==> src/design/lls_pkg.sv <==
// ----------------------------------------------------------------------------
// lls_pkg
// Shared types and constants of the least-load selector.
// ----------------------------------------------------------------------------
package lls_pkg;

    // Fixed field widths of the request and result items
    localparam int CNT_BITS = 4;   // candidate_count, tie_size
    localparam int IDX_BITS = 3;   // chosen_index

    // policy_mode codes
    localparam logic MODE_RR = 1'b0;
    localparam logic MODE_LL = 1'b1;

    // Sequencer states
    typedef enum logic [1:0] {
        S_IDLE,
        S_LANE,
        S_MERGE,
        S_PICK
    } t_state;

    // Tie summary from the merge stage
    typedef struct packed {
        logic [CNT_BITS-1:0] size;
        logic [IDX_BITS-1:0] idx;
    } t_tie_info;

endpackage

==> src/design/lls_req_if.sv <==
// ----------------------------------------------------------------------------
// lls_req_if
// Request channel: candidate count and one load per candidate.
// ----------------------------------------------------------------------------
interface lls_req_if #(
    parameter int MAX_CANDIDATES = 8,
    parameter int LOAD_BITS      = 16
);
    logic                                      valid;
    logic                                      ready;
    logic [lls_pkg::CNT_BITS-1:0]              candidate_count;
    logic [MAX_CANDIDATES-1:0][LOAD_BITS-1:0]  load;

    modport source (output valid, output candidate_count, output load, input ready);
    modport sink   (input valid, input candidate_count, input load, output ready);
endinterface

==> src/design/lls_res_if.sv <==
// ----------------------------------------------------------------------------
// lls_res_if
// Result channel: chosen candidate and tie summary.
// ----------------------------------------------------------------------------
interface lls_res_if #(
    parameter int LOAD_BITS = 16
);
    logic                          valid;
    logic                          ready;
    logic [lls_pkg::IDX_BITS-1:0]  chosen_index;
    logic                          no_choice;
    logic [LOAD_BITS-1:0]          least_load;
    logic [lls_pkg::CNT_BITS-1:0]  tie_size;

    modport source (output valid, output chosen_index, output no_choice,
                    output least_load, output tie_size, input ready);
    modport sink   (input valid, input chosen_index, input no_choice,
                    input least_load, input tie_size, output ready);
endinterface

==> src/design/least_load_selector.sv <==
// ----------------------------------------------------------------------------
// least_load_selector
// Picks one target per request by least load with rotating tie break, or
// by plain round robin.
// ----------------------------------------------------------------------------
// Each request item passes through capture, a lane compare in which every
// candidate lane checks itself against all others in parallel, a merge that
// counts the ties and finds the minimum load, and the pick. The pick is set
// by the merge-to-pick path, one item at a time through the sequencer; the
// result sits in an output register so the next request is taken while the
// previous result waits. Both counters keep their residues modulo every
// candidate count, so the modulo needs no divider. policy_mode resets to
// least-load mode.
module least_load_selector #(
    parameter int MAX_CANDIDATES = 8,
    parameter int LOAD_BITS      = 16,
    parameter int COUNTER_BITS   = 32
) (
    input  logic              i_clk,
    input  logic              i_rst_n,
    input  logic              i_cfg_we,
    input  logic              i_cfg_wdata,
    lls_req_if.sink           i_req,
    lls_res_if.source         o_res
);
    import lls_pkg::*;

    localparam int RES_BITS = (MAX_CANDIDATES > 1) ? $clog2(MAX_CANDIDATES) : 1;

    t_state                                  r_state, n_state;
    logic                                    r_mode;
    logic [CNT_BITS-1:0]                     r_n;
    logic [MAX_CANDIDATES-1:0][LOAD_BITS-1:0] r_loads;
    logic [MAX_CANDIDATES-1:0]               r_tie_mask;
    logic [CNT_BITS-1:0]                     r_tie_cnt;
    logic [LOAD_BITS-1:0]                    r_min;

    logic                                    r_out_valid;
    logic [IDX_BITS-1:0]                     r_out_idx;
    logic                                    r_out_none;
    logic [LOAD_BITS-1:0]                    r_out_load;
    logic [CNT_BITS-1:0]                     r_out_ties;

    logic [MAX_CANDIDATES-1:0]               valid_mask;
    logic [MAX_CANDIDATES-1:0]               lane_min;
    logic [MAX_CANDIDATES-1:0]               pick_hit;
    t_tie_info                               tie_info;
    logic [LOAD_BITS-1:0]                    min_load;
    logic [MAX_CANDIDATES-1:0][RES_BITS-1:0] rot_res;
    logic [MAX_CANDIDATES-1:0][RES_BITS-1:0] tie_res;
    logic [CNT_BITS-1:0]                     n_minus1;
    logic [CNT_BITS-1:0]                     ties_minus1;
    logic [CNT_BITS-1:0]                     cnt_sat;
    logic                                    accept;
    logic                                    pick_go;
    logic                                    rot_step;
    logic                                    tie_step;

    // Handshake
    assign i_req.ready = (r_state == S_IDLE);
    assign accept      = i_req.valid && i_req.ready;
    assign pick_go     = (r_state == S_PICK) && (!r_out_valid || o_res.ready);

    // Saturate the candidate count at the lane count
    assign cnt_sat = (i_req.candidate_count > CNT_BITS'(MAX_CANDIDATES))
                   ? CNT_BITS'(MAX_CANDIDATES) : i_req.candidate_count;

    // Lanes taking part in this item
    always_comb begin
        for (int i = 0; i < MAX_CANDIDATES; i++) begin
            valid_mask[i] = (CNT_BITS'(i) < r_n);
        end
    end

    // Candidate lanes
    for (genvar g = 0; g < MAX_CANDIDATES; g++) begin : g_lane
        lls_lane #(
            .MAX_CANDIDATES (MAX_CANDIDATES),
            .LOAD_BITS      (LOAD_BITS),
            .LANE           (g)
        ) u_lane (
            .i_loads  (r_loads),
            .i_valid  (valid_mask),
            .o_is_min (lane_min[g])
        );
    end

    // Merge of the lane flags; rank comes from the tie counter residues
    assign ties_minus1 = r_tie_cnt - 1'b1;
    assign n_minus1    = r_n - 1'b1;

    lls_merge #(
        .MAX_CANDIDATES (MAX_CANDIDATES),
        .LOAD_BITS      (LOAD_BITS)
    ) u_merge (
        .i_tie_mask (r_tie_mask),
        .i_loads    (r_loads),
        .i_sel      (tie_res[ties_minus1[RES_BITS-1:0]]),
        .o_info     (tie_info),
        .o_min_load (min_load),
        .o_pick_hit (pick_hit)
    );

    // Counters; only the active mode's counter moves, never with no candidates
    assign rot_step = pick_go && (r_n != '0) && (r_mode == MODE_RR);
    assign tie_step = pick_go && (r_n != '0) && (r_mode == MODE_LL);

    lls_res_cnt #(
        .MAX_CANDIDATES (MAX_CANDIDATES),
        .COUNTER_BITS   (COUNTER_BITS)
    ) u_rot_cnt (
        .i_clk   (i_clk),
        .i_rst_n (i_rst_n),
        .i_step  (rot_step),
        .o_res   (rot_res)
    );

    lls_res_cnt #(
        .MAX_CANDIDATES (MAX_CANDIDATES),
        .COUNTER_BITS   (COUNTER_BITS)
    ) u_tie_cnt (
        .i_clk   (i_clk),
        .i_rst_n (i_rst_n),
        .i_step  (tie_step),
        .o_res   (tie_res)
    );

    // Configuration register
    always_ff @(posedge i_clk) begin
        if (!i_rst_n) begin
            r_mode <= MODE_LL;
        end else if (i_cfg_we) begin
            r_mode <= i_cfg_wdata;
        end
    end

    // Sequencer state register
    always_ff @(posedge i_clk) begin
        if (!i_rst_n) begin
            r_state <= S_IDLE;
        end else begin
            r_state <= n_state;
        end
    end

    // Next state
    always_comb begin
        n_state = r_state;
        unique case (r_state)
            S_IDLE:  if (accept) n_state = S_LANE;
            S_LANE:  n_state = S_MERGE;
            S_MERGE: n_state = S_PICK;
            S_PICK:  if (pick_go) n_state = S_IDLE;
            default: n_state = S_IDLE;
        endcase
    end

    // Item capture and per-stage working registers
    always_ff @(posedge i_clk) begin
        if (accept) begin
            r_n     <= cnt_sat;
            r_loads <= i_req.load;
        end
        if (r_state == S_LANE) begin
            r_tie_mask <= lane_min;
        end
        if (r_state == S_MERGE) begin
            r_tie_cnt <= tie_info.size;
            r_min     <= min_load;
        end
    end

    // Output register
    always_ff @(posedge i_clk) begin
        if (!i_rst_n) begin
            r_out_valid <= 1'b0;
        end else if (pick_go) begin
            r_out_valid <= 1'b1;
        end else if (o_res.ready) begin
            r_out_valid <= 1'b0;
        end
    end

    always_ff @(posedge i_clk) begin
        if (pick_go) begin
            if (r_n == '0) begin
                r_out_idx  <= '0;
                r_out_none <= 1'b1;
                r_out_load <= '0;
                r_out_ties <= '0;
            end else if (r_mode == MODE_RR) begin
                r_out_idx  <= IDX_BITS'(rot_res[n_minus1[RES_BITS-1:0]]);
                r_out_none <= 1'b0;
                r_out_load <= '0;
                r_out_ties <= '0;
            end else begin
                r_out_idx  <= tie_info.idx;
                r_out_none <= 1'b0;
                r_out_load <= r_min;
                r_out_ties <= r_tie_cnt;
            end
        end
    end

    assign o_res.valid        = r_out_valid;
    assign o_res.chosen_index = r_out_idx;
    assign o_res.no_choice    = r_out_none;
    assign o_res.least_load   = r_out_load;
    assign o_res.tie_size     = r_out_ties;

    // With candidates present, least-load mode always has at least one tie
    a_tie_cnt: assert property (@(posedge i_clk) disable iff (!i_rst_n)
        (r_state == S_PICK && r_n != '0 && r_mode == MODE_LL)
        |-> (r_tie_cnt != '0 && r_tie_cnt <= r_n))
        else $error("tie count out of range at pick");

    // Exactly one tied lane is selected
    a_pick_onehot: assert property (@(posedge i_clk) disable iff (!i_rst_n)
        (r_state == S_PICK && r_n != '0 && r_mode == MODE_LL) |-> $onehot(pick_hit))
        else $error("tie pick not one-hot");

    // The round-robin counter holds across a least-load pick
    a_rot_isolated: assert property (@(posedge i_clk) disable iff (!i_rst_n)
        (pick_go && r_mode == MODE_LL) |=> $stable(rot_res))
        else $error("rotation counter moved in least-load mode");

    // No new item is taken between capture and pick
    a_one_item: assert property (@(posedge i_clk) disable iff (!i_rst_n)
        (r_state == S_LANE || r_state == S_MERGE) |-> !i_req.ready)
        else $error("request taken while an item is in flight");

endmodule

==> src/design/lls_lane.sv <==
// ----------------------------------------------------------------------------
// lls_lane
// One candidate lane: flags whether its load is a minimum of the valid set.
// ----------------------------------------------------------------------------
module lls_lane #(
    parameter int MAX_CANDIDATES = 8,
    parameter int LOAD_BITS      = 16,
    parameter int LANE           = 0
) (
    input  logic [MAX_CANDIDATES-1:0][LOAD_BITS-1:0] i_loads,
    input  logic [MAX_CANDIDATES-1:0]                i_valid,
    output logic                                     o_is_min
);
    import lls_pkg::*;

    // Minimum if no other valid lane holds a strictly smaller load
    always_comb begin
        o_is_min = i_valid[LANE];
        for (int j = 0; j < MAX_CANDIDATES; j++) begin
            if (i_valid[j] && (i_loads[j] < i_loads[LANE])) begin
                o_is_min = 1'b0;
            end
        end
    end

endmodule

==> src/design/lls_merge.sv <==
// ----------------------------------------------------------------------------
// lls_merge
// Merges lane flags: tie count, minimum load and the selected tie entry.
// ----------------------------------------------------------------------------
module lls_merge #(
    parameter int MAX_CANDIDATES = 8,
    parameter int LOAD_BITS      = 16,
    localparam int RES_BITS      = (MAX_CANDIDATES > 1) ? $clog2(MAX_CANDIDATES) : 1
) (
    input  logic [MAX_CANDIDATES-1:0]                i_tie_mask,
    input  logic [MAX_CANDIDATES-1:0][LOAD_BITS-1:0] i_loads,
    input  logic [RES_BITS-1:0]                      i_sel,
    output lls_pkg::t_tie_info                       o_info,
    output logic [MAX_CANDIDATES-1:0]                o_pick_hit,
    output logic [LOAD_BITS-1:0]                     o_min_load
);
    import lls_pkg::*;

    logic [CNT_BITS-1:0] run;

    // Load of the lowest tied lane; selected tie entry is the lane whose
    // rank among the ties equals i_sel; the final rank is the tie count
    always_comb begin
        o_info     = '0;
        o_min_load = '0;
        o_pick_hit = '0;
        run        = '0;
        for (int i = MAX_CANDIDATES - 1; i >= 0; i--) begin
            if (i_tie_mask[i]) begin
                o_min_load = i_loads[i];
            end
        end
        for (int i = 0; i < MAX_CANDIDATES; i++) begin
            if (i_tie_mask[i] && (run == CNT_BITS'(i_sel))) begin
                o_pick_hit[i] = 1'b1;
                o_info.idx    = IDX_BITS'(i);
            end
            run = run + CNT_BITS'(i_tie_mask[i]);
        end
        o_info.size = run;
    end

endmodule

==> src/design/lls_res_cnt.sv <==
// ----------------------------------------------------------------------------
// lls_res_cnt
// Wrapping counter that also keeps its residue modulo 1..MAX_CANDIDATES.
// ----------------------------------------------------------------------------
module lls_res_cnt #(
    parameter int MAX_CANDIDATES = 8,
    parameter int COUNTER_BITS   = 32,
    localparam int RES_BITS      = (MAX_CANDIDATES > 1) ? $clog2(MAX_CANDIDATES) : 1
) (
    input  logic                                    i_clk,
    input  logic                                    i_rst_n,
    input  logic                                    i_step,
    output logic [MAX_CANDIDATES-1:0][RES_BITS-1:0] o_res
);
    import lls_pkg::*;

    logic [COUNTER_BITS-1:0]                 r_count;
    logic [MAX_CANDIDATES-1:0][RES_BITS-1:0] r_res;

    // Entry k holds count mod (k+1); all clear again when the count wraps
    always_ff @(posedge i_clk) begin
        if (!i_rst_n) begin
            r_count <= '0;
            r_res   <= '0;
        end else if (i_step) begin
            if (&r_count) begin
                r_count <= '0;
                r_res   <= '0;
            end else begin
                r_count <= r_count + 1'b1;
                for (int k = 0; k < MAX_CANDIDATES; k++) begin
                    if (r_res[k] == RES_BITS'(k)) begin
                        r_res[k] <= '0;
                    end else begin
                        r_res[k] <= r_res[k] + 1'b1;
                    end
                end
            end
        end
    end

    assign o_res = r_res;

endmodule
==> src/flat_wrapper.sv <==
// flat-port wrapper written by rule: the top's interface ports become plain ports
module least_load_selector_flat import lls_pkg::*;
#(
    parameter int MAX_CANDIDATES = 8,
    parameter int LOAD_BITS      = 16,
    parameter int COUNTER_BITS   = 32
)
  (i_clk, i_rst_n, i_cfg_we, i_cfg_wdata, i_req_valid, i_req_candidate_count, i_req_load, i_req_ready, o_res_valid, o_res_chosen_index, o_res_no_choice, o_res_least_load, o_res_tie_size, o_res_ready);
  lls_req_if #(.MAX_CANDIDATES(MAX_CANDIDATES), .LOAD_BITS(LOAD_BITS)) i_req_i ();
  lls_res_if #(.LOAD_BITS(LOAD_BITS)) o_res_i ();
  input  logic i_clk;
  input  logic i_rst_n;
  input  logic i_cfg_we;
  input  logic i_cfg_wdata;
  input wire logic [$bits(i_req_i.valid)-1:0] i_req_valid;
  input wire logic [$bits(i_req_i.candidate_count)-1:0] i_req_candidate_count;
  input wire logic [$bits(i_req_i.load)-1:0] i_req_load;
  output wire logic [$bits(i_req_i.ready)-1:0] i_req_ready;
  output wire logic [$bits(o_res_i.valid)-1:0] o_res_valid;
  output wire logic [$bits(o_res_i.chosen_index)-1:0] o_res_chosen_index;
  output wire logic [$bits(o_res_i.no_choice)-1:0] o_res_no_choice;
  output wire logic [$bits(o_res_i.least_load)-1:0] o_res_least_load;
  output wire logic [$bits(o_res_i.tie_size)-1:0] o_res_tie_size;
  input wire logic [$bits(o_res_i.ready)-1:0] o_res_ready;
  assign i_req_i.valid = i_req_valid;
  assign i_req_i.candidate_count = i_req_candidate_count;
  assign i_req_i.load = i_req_load;
  assign i_req_ready = i_req_i.ready;
  assign o_res_valid = o_res_i.valid;
  assign o_res_chosen_index = o_res_i.chosen_index;
  assign o_res_no_choice = o_res_i.no_choice;
  assign o_res_least_load = o_res_i.least_load;
  assign o_res_tie_size = o_res_i.tie_size;
  assign o_res_i.ready = o_res_ready;
  least_load_selector #(.MAX_CANDIDATES(MAX_CANDIDATES), .LOAD_BITS(LOAD_BITS), .COUNTER_BITS(COUNTER_BITS)) u_core (.i_clk(i_clk), .i_rst_n(i_rst_n), .i_cfg_we(i_cfg_we), .i_cfg_wdata(i_cfg_wdata), .i_req(i_req_i), .o_res(o_res_i));
endmodule
==> config.mk <==
export PLATFORM = sky130hd
export DESIGN_NAME = least_load_selector_flat
export DESIGN_NICKNAME = d
export VERILOG_FILES = /design/src/design/lls_pkg.sv /design/src/design/lls_req_if.sv /design/src/design/lls_res_if.sv /design/src/design/least_load_selector.sv /design/src/design/lls_lane.sv /design/src/design/lls_merge.sv /design/src/design/lls_res_cnt.sv /design/src/flat_wrapper.sv
export SDC_FILE = /design/constraint.sdc
export NUM_CORES = 1
export LEC_CHECK = 0
export ABC_AREA = 1
export BUFFER_PORTS_ARGS = -buffer_cell sky130_fd_sc_hd__buf_2
export CAP_MARGIN = 30
export CORE_MARGIN = 1
export CORE_UTILIZATION = 30
export CTS_CLUSTER_DIAMETER = 50
export CTS_CLUSTER_SIZE = 12
export DETAILED_ROUTE_END_ITERATION = 10
export SKIP_CTS_REPAIR_TIMING = 1
export SKIP_LAST_GASP = 1
export SYNTH_ARGS = -nofsm -noshare
export SYNTH_HDL_FRONTEND = slang
export SYNTH_SLANG_ARGS = --single-unit
export TNS_END_PERCENT = 100
==> constraint.sdc <==
create_clock -name i_clk -period 3.37 [get_ports i_clk]
set_input_delay 0 -clock i_clk [delete_from_list [all_inputs] [get_ports i_clk]]
set_output_delay 0 -clock i_clk [all_outputs]
set_load 0.02 [all_outputs]
==> results of run 1 <==
==> Yosys cell counts, drive strengths merged (3+ instances only) <==
cell type / count
xnor2: 8
clkinv: 6
xor2: 15
nand3: 143
o221ai: 4
o2111ai: 3
nand3b: 7
nor2: 239
dfxtp: 116
nor4: 8
a21oi: 323
nor3: 60
edfxtp: 184
a31oi: 12
nor3b: 6
ha: 485
o221a: 3
o21a: 16
o21ai: 216
clkbuf: 36
nand2: 549
inv: 378
o21bai: 11
nand4: 63
buf: 11
or2: 7
o211ai: 37
a211oi: 25
==> per-stage QoR <==
step / area [µm²] / utilization (%) / hold WS, ns / power [mW]
5_1_grt: 29700 / 37.36 / 0.07556 / 21.78
3_5_place_dp: 26600 / 33.45 / 0.1781 / 14.64
4_1_cts: 28250 / 35.53 / -0.4736 / 19.85
6_report: 29700 / 37.36 / 0.08650 / 20.10
3_3_place_gp: 26580 / 33.43 / 0.1765 / 14.48
2_1_floorplan: 24280 / - / 0.09887 / 11.59
==> per-layer routing <==
metal / vias to the layer above / global-route usage, % / part of all wire, %
met5: - / 0 / 0
met4: 0 / 8.917 / 4.7
met3: 159 / 2.361 / 5.4
met2: 618 / 31.23 / 46
met1: 10315 / 24.25 / 44
li1: 11183 / - / -
==> report_power, final <==
group          total (mW)  leakage (nW)  internal [mW]  switching (mW)
clock network        5.11         0.804           3.07            2.04
logic                9.40          10.0           3.47            5.93
registers            5.59          2.66           4.74           0.854
total                20.1          13.5           11.3            8.82
==> registers in the layout, indices dropped and copies added (netlist names) <==
signal                     count
u_core.r_loads               128
u_core.u_rot_cnt.r_count      32
u_core.u_tie_cnt.r_count      32
u_core.u_rot_cnt.o_res        24
u_core.u_tie_cnt.o_res        24
u_core.o_res.least_load       16
u_core.r_min                  16
u_core.r_tie_mask              8
u_core.o_res.tie_size          4
u_core.r_n                     4
u_core.r_tie_cnt               4
u_core.o_res.chosen_index      3
u_core.r_state                 2
u_core.o_res.no_choice         1
u_core.o_res.valid             1
u_core.r_mode                  1
==> final cells by class <==
class | instances | area, µm² | share of cell area (%)
Timing Repair Buffer | 350 | 2587 | 8.711
Multi-Input combinational cell | 2263 | 14860 | 50.02
Tap cell | 1050 | 1314 | 4.423
Clock buffer | 55 | 1290 | 4.343
Inverter | 384 | 1445 | 4.865
Sequential cell | 300 | 7848 | 26.42
Clock inverter | 32 | 361.6 | 1.217
==> cells by family (layout without fill, tap and decap cells) <==
kind of cell | after synthesis | in the layout | synth area share (%)
xor+xnor | 23 | 23 | 0.8300
compound gates | 667 | 667 | 15.17
buf+inv | 431 | 821 | 6.717
fa+ha+maj | 486 | 486 | 25.08
simple gates | 1087 | 1087 | 19.87
flops | 300 | 300 | 32.33
==> worst paths after layout <==
check | end | cells after the start | slack (ns)
max reg2reg | u_core.o_res.chosen_index[0] | 14 | 0.23
min reg2reg | u_core.u_rot_cnt.r_count[7] | 2 | 0.45
max | u_core.o_res.chosen_index[0] | 14 | 0.23
min | u_core.r_loads[20] | 2 | 0.09
==> worst max-delay path, stage by stage, from the launching register on <==
cell and delay [ns]:
sky130_fd_sc_hd__edfxtp_1 0.41, sky130_fd_sc_hd__fa_1 0.63, sky130_fd_sc_hd__ha_4 0.23, sky130_fd_sc_hd__ha_4 0.26, sky130_fd_sc_hd__ha_4 0.25, sky130_fd_sc_hd__ha_1 0.24, sky130_fd_sc_hd__ha_4 0.29, sky130_fd_sc_hd__inv_1 0.03
sky130_fd_sc_hd__nand2_1 0.06, sky130_fd_sc_hd__nand3_1 0.08, sky130_fd_sc_hd__nor2_2 0.14, sky130_fd_sc_hd__nand2_1 0.06, sky130_fd_sc_hd__nor2_1 0.10, sky130_fd_sc_hd__nor2_1 0.05, sky130_fd_sc_hd__a21oi_1 0.14
==> results.txt, run 1 <==
The number of hold-slack violations in the final timing report is 0. After synthesis, flip-flops and latches occupy 32.33% of the total area. The floorplan die height is ~290 µm. The average footprint of a synthesized cell came out at 8.107 µm². Counting the fill cells in the layout gives 8159. After synthesis, the netlist uses 62 different library cells. Across the run, the number of max-cap violations was 0. The critical path required time is about 3.8 ns. After detailed routing, the number of remaining DRC violations is 0. In the final layout, the share of cells above drive strength 1 is 10.28%. The weighted congestion reported at the end of routability-driven placement came out at 0.9895.

IR analysis of the VDD net gives a maximum drop of 0.5145 mV. Setup violations remaining at the end of the flow were counted as 0. 0 antenna diodes ended up in the layout. In this run, placement finished with an instance count of 4207. The final worst slack came out at roughly 0.23 ns. The number of vias in the routed layout came out at approximately 22000. The fmax is 318.6 MHz. The static leakage came out at 13.47 nW. Before antenna repair, the detailed router went through 5 iterations. The clock buffer count from CTS is 49. TritonCTS built the clock tree. The synthesized design spends more area on one cell type than any other, namely sky130_fd_sc_hd__ha_1. The critical path start-end classification is reg2reg. The global-route wire length before repair came out at 118.2 mm. The initial antenna violation count is 0.

The largest driver fanout on the critical path came out at 3. The data arrival at the endpoint of the critical path is 3.58 ns. The path class of the tightest hold or removal check is in2reg. Row generation in the floorplan step produced 103 rows. The count of buffers added on input and output ports is 163. The worst register-to-register path begins at u_core.r_tie_mask[2]. The worst slack at placement is between 0.05 and 0.06 ns. The slew of the pin with the lowest slew margin is 0.9345 ns. The ratio of final minimum period to clock period is between 90% and 100%. The floorplan die area came out at between 80000 and 90000 µm². The power density relative to cell area came out at 676.6 nW/µm². In the layout the commonest cells are 537 x sky130_fd_sc_hd__nand2_1, 481 x sky130_fd_sc_hd__ha_1, 376 x sky130_fd_sc_hd__inv_1.

The all-layer global routing usage came out at 18.85%. The TritonCTS sink count came out at 300. The count of mapped cells out of synthesis is 2994. The synthesized design devotes to its leading area cell type 25.00% of total area. The via-per-instance ratio came out at 5.024. The count of nets after finishing came out at 3972. The shortest clock period the worst path allows after layout is 3.139 ns.

The first routing iteration left roughly 1600 violations. The half-perimeter wire length after detailed placement came out at 62.11 mm. The run finished with clean final reports. The clock transition time at the flip-flop clock pins of the worst setup and hold paths came out at 0.06 ns. The post-detailed-routing wire length is ~80 mm. The most used flip-flop cell after synthesis is sky130_fd_sc_hd__edfxtp_1. For this run, the number of Yosys warnings is 0. The startpoint of the worst setup timing path is u_core.r_tie_mask[2]. The share of async-settable or async-resettable flops after synthesis is 0%. The maximum clock path buffer count came out at 3. The netlist area before placement came out at between 20000 and 25000 µm². The via count of the first global-routing pass was roughly 21000. The headroom to the max-slew limit is 37.70%. The synthesized net count is 3618. The initial core utilization came out at between 30 and 40%. The clock latency on the worst-skew pair came out at 0.62 ns. The element type at the critical path end is a flip-flop. The total number of H-tree levels came out at 2. The pin count of the biggest net entering global routing is 65.

Ranked by total cell area, the synthesized netlist is headed by sky130_fd_sc_hd__ha_1 25%, sky130_fd_sc_hd__edfxtp_1 23%, sky130_fd_sc_hd__dfxtp_1 9.6%. After floorplanning, the core was sized to cover between 70000 and 80000 µm². The setup clock skew after layout came out at 0.03274 ns. In this run the remaining antenna-violating nets after routing total 0. The area growth from synthesis to layout is 22.38%. From left edge to right edge, the die measures 286.4 µm. After synthesis the netlist holds a flip-flop and latch count of 300. Yosys mapped a number of flops with a built-in enable equal to 184. The count of boundary I/O pins is about 160. After detailed routing, the average wire length per cell comes to between 15 and 20 µm. The startpoint of the tightest hold check path is i_req_load[20]. STA classifies the critical path startpoint as a flip-flop. The final-layout setup total negative slack is 0 ns.

For this run, the number of standard cells in the final layout without fillers is 4434. The number of slew-limit violations in the final report is 0. The remaining global-route overflow is 0. The master cell of the clock root buffer is sky130_fd_sc_hd__clkbuf_16. Leaving out fill and tap cells, the most frequent cell in the layout is sky130_fd_sc_hd__nand2_1.
No activity file was read; power rests on OpenSTA's default activity.
==> inputs of run 2 (changes only) <==
- CORE_ASPECT_RATIO: not set -> 1.25
- CORE_UTILIZATION: 30 -> 50
- PLACE_DENSITY: not set -> 0.71
==> results.txt, run 2 (synthesis results as in run 1) <==
The count of port buffers added during placement came to 163 (unchanged). The weighted congestion reported at the end of routability-driven placement came to 1.001 (+1.2%). The total number of H-tree levels came out at 2 (unchanged). The data arrival at the endpoint of the critical path is 3.59 ns (about the same). The critical path startpoint category is a flip-flop. The min-delay analysis places its worst path in the category in2reg. The static leakage was 13.31 nW (-1.2%).

The initial core utilization came out at 51.05% (+21 points). The global-route wire length before repair came to 124.3 mm (+5.2%). The critical path required time is 3.78 ns (-0.03 ns).

The fill cell instance count of the final layout was 4256 (-48%). The power density relative to cell area is 676.8 nW/µm² (about the same). The floorplan die height came out at 248.3 µm (-13%). The highest layer touched by signal routing is met4.

The count of antenna diodes in the layout came out at 0 (unchanged). The footprint of the multi-input gates was 14850 µm² (about the same). The master cell of the clock root buffer is sky130_fd_sc_hd__clkbuf_16. The internal portion of total power was 10.75 mW (-4.7%). The clock buffer count from CTS came out at 38 (-22%).

In the final layout, the registers with the most flip-flops are u_core.r_loads (128), u_core.u_rot_cnt.r_count (32), u_core.u_tie_cnt.r_count (32). The half-perimeter wire length after detailed placement is 65.95 mm (+6.2%). The floorplan die width is 199.1 µm (-31%). The setup clock skew after layout is 0.02625 ns (-0.006495 ns). The shortest clock period the worst path allows after layout is 3.179 ns (+0.03980 ns).

The ratio of cells with drive above 1 in the final layout is 9.822% (-0.46 points). The clock transition time at the flip-flop clock pins of the worst setup and hold paths came to 0.06 ns (about the same). The area growth from synthesis to layout came out at 18.85%. Ranked by flip-flop count, first place goes to u_core.r_loads. The count of boundary I/O pins is 164 (unchanged). The clock latency on the worst-skew pair is 0.57 ns (-0.05 ns). The run finished with clean final reports. The floorplan die area was 49430 µm² (-40%). The slew of the pin with the lowest slew margin came to 0.9583 ns (+0.02385 ns). The fraction of power consumed by combinational cells is 50.1% (+3.3 points).

The remaining routing DRC violations is 0 (unchanged). The TritonCTS sink count came out at 300 (unchanged). The count of nets after finishing came to 3968 (-0.10%). The average wire length per cell after detail routing is 21.35 µm (+19%). The number of hold-slack violations in the final timing report came out at 0 (unchanged).

The part of the power in registers is 28.7% (+0.9 points). The number of nets with antenna violations after routing is 0 (unchanged). The area of the placeable core came to 47550 µm² (-40%). The headroom to the max-slew limit came out at 35.44% (-2.3 points). The pin count of the biggest net entering global routing is 133 (+100%). The met3 wirelength from detailed routing is 4.798 mm (+12%). The remaining global-route overflow is 0 (unchanged). The number of slew-limit violations in the final report came out at 0 (unchanged). The initial antenna violation count is 0 (unchanged).

In the layout the commonest cells are 537 x sky130_fd_sc_hd__nand2_1, 481 x sky130_fd_sc_hd__ha_1, 375 x sky130_fd_sc_hd__inv_1. The worst voltage drop across the vdd grid came out at 0.5125 mV (-0.39%). The fmax is 314.6 MHz (-1.3%). TritonCTS built the clock tree. The largest driver fanout on the critical path came out at 3 (unchanged). The via-per-instance ratio came out at 5.733 (+14%). The critical path start-end classification is reg2reg. The number of setup violations in the final report is 0 (unchanged). The switching portion of total power is 44.95% (+1.1 points). The first-pass detailed-route iteration total came out at 6 (+1). The worst setup path is captured at a flip-flop.

The part of the power in the clock network is 21.3% (-4.1 points). The routed length on met1 came out at 31.80 mm (-9.6%). The site row count is 89 (-14%). The post-detailed-routing wire length is 85.56 mm (+7.3%). The total power after layout is 19.52 mW (-2.9%). The sum of met2 wire segment lengths after detailed routing is 41.00 mm (+12%). The ratio of final minimum period to clock period is 94.33% (+1.2 points). The number of violations of the max-capacitance limit came to 0 (unchanged).

The number of vias in the routed layout is 22973 (+3.1%). The maximum clock path buffer count came out at 3 (unchanged). The share of the core filled with cells came out at 60.67% (+23 points). The switching power came out at 8.775 mW (-0.52%). The combined flip-flop and latch cell area is 7848 µm² (unchanged).

The all-layer global routing usage came out at 33.95% (+15 points). The detailed router's first-iteration violation count was 1470 (-5.8%). The library cell used most frequently in the layout, excluding fill and tap cells, is sky130_fd_sc_hd__nand2_1. The flip-flop count of the largest register after layout was 128 (unchanged). The via count of the first global-routing pass is 22061 (+7.3%).
-- run 2: cell type report --
type,count,area share (%)
clock inverter,20,0.9022
tap,637,2.763
multi-input combinational,2263,51.47
inverter,384,5.010
sequential,300,27.20
clock buffer,46,3.509
timing repair buffer,357,9.143
-- run 2: stage by stage --
step / area, µm² / setup WS (ns) / cells / TNS, ns / hold slack, ns
6_report: 28850 / 0.1911 / 4007 / 0 / 0.1410
5_1_grt: 28850 / -0.04529 / 4007 / -0.05159 / 0.1314
4_1_cts: 27410 / 0.03521 / 3867 / 0 / -0.4203
3_5_place_dp: 26130 / 0.05151 / 3801 / 0 / 0.1781
3_3_place_gp: 26120 / 0.05942 / 3800 / 0 / 0.1759
2_1_floorplan: 24280 / 0.1552 / 2994 / 0 / 0.09887
-- run 2: power groups by stage --
| stage | Clock [mW] | Combinational [mW] | Sequential [mW] |
|---|---|---|---|
| floorplan | 0 | 6.30 | 5.30 |
| global placement | 0 | 8.96 | 5.63 |
| detailed placement | 0 | 9.26 | 5.63 |
| CTS | 4.22 | 9.31 | 5.56 |
| global route | 4.36 | 11.0 | 5.61 |
| finish | 4.15 | 9.78 | 5.59 |
-- run 2: path summary, 6_finish.rpt --
| kind | from | to | slack, ns | depth (start not counted) |
|---|---|---|---|---|
| setup / recovery | u_core.r_tie_mask[2] | u_core.o_res.chosen_index[0] | 0.19 | 14 |
| hold / removal | i_req_load[126] | u_core.r_loads[126] | 0.14 | 2 |
| setup reg to reg | u_core.r_tie_mask[2] | u_core.o_res.chosen_index[0] | 0.19 | 14 |
| hold reg to reg | u_core.u_rot_cnt.r_count[5] | u_core.u_rot_cnt.r_count[5] | 0.46 | 2 |
-- run 2: layer usage --
layer	vias up	track usage (%)
li1	11157	-
met1	10599	36.64
met2	854	58.82
met3	363	5.037
met4	0	27.90
met5	-	0
-- run 2: worst max-delay path, cell delays in order, from the launching register on --
cell                       delay (ns)
sky130_fd_sc_hd__edfxtp_1        0.41
sky130_fd_sc_hd__fa_1            0.63
sky130_fd_sc_hd__ha_4            0.23
sky130_fd_sc_hd__ha_4            0.25
sky130_fd_sc_hd__ha_1            0.33
sky130_fd_sc_hd__ha_2            0.23
sky130_fd_sc_hd__ha_4            0.29
sky130_fd_sc_hd__inv_1           0.04
sky130_fd_sc_hd__nand2_1         0.06
sky130_fd_sc_hd__nand3_1         0.07
sky130_fd_sc_hd__nor2_1          0.16
sky130_fd_sc_hd__nand2_1         0.07
sky130_fd_sc_hd__nor2_1          0.09
sky130_fd_sc_hd__nor2_1          0.04
sky130_fd_sc_hd__a21oi_1         0.14
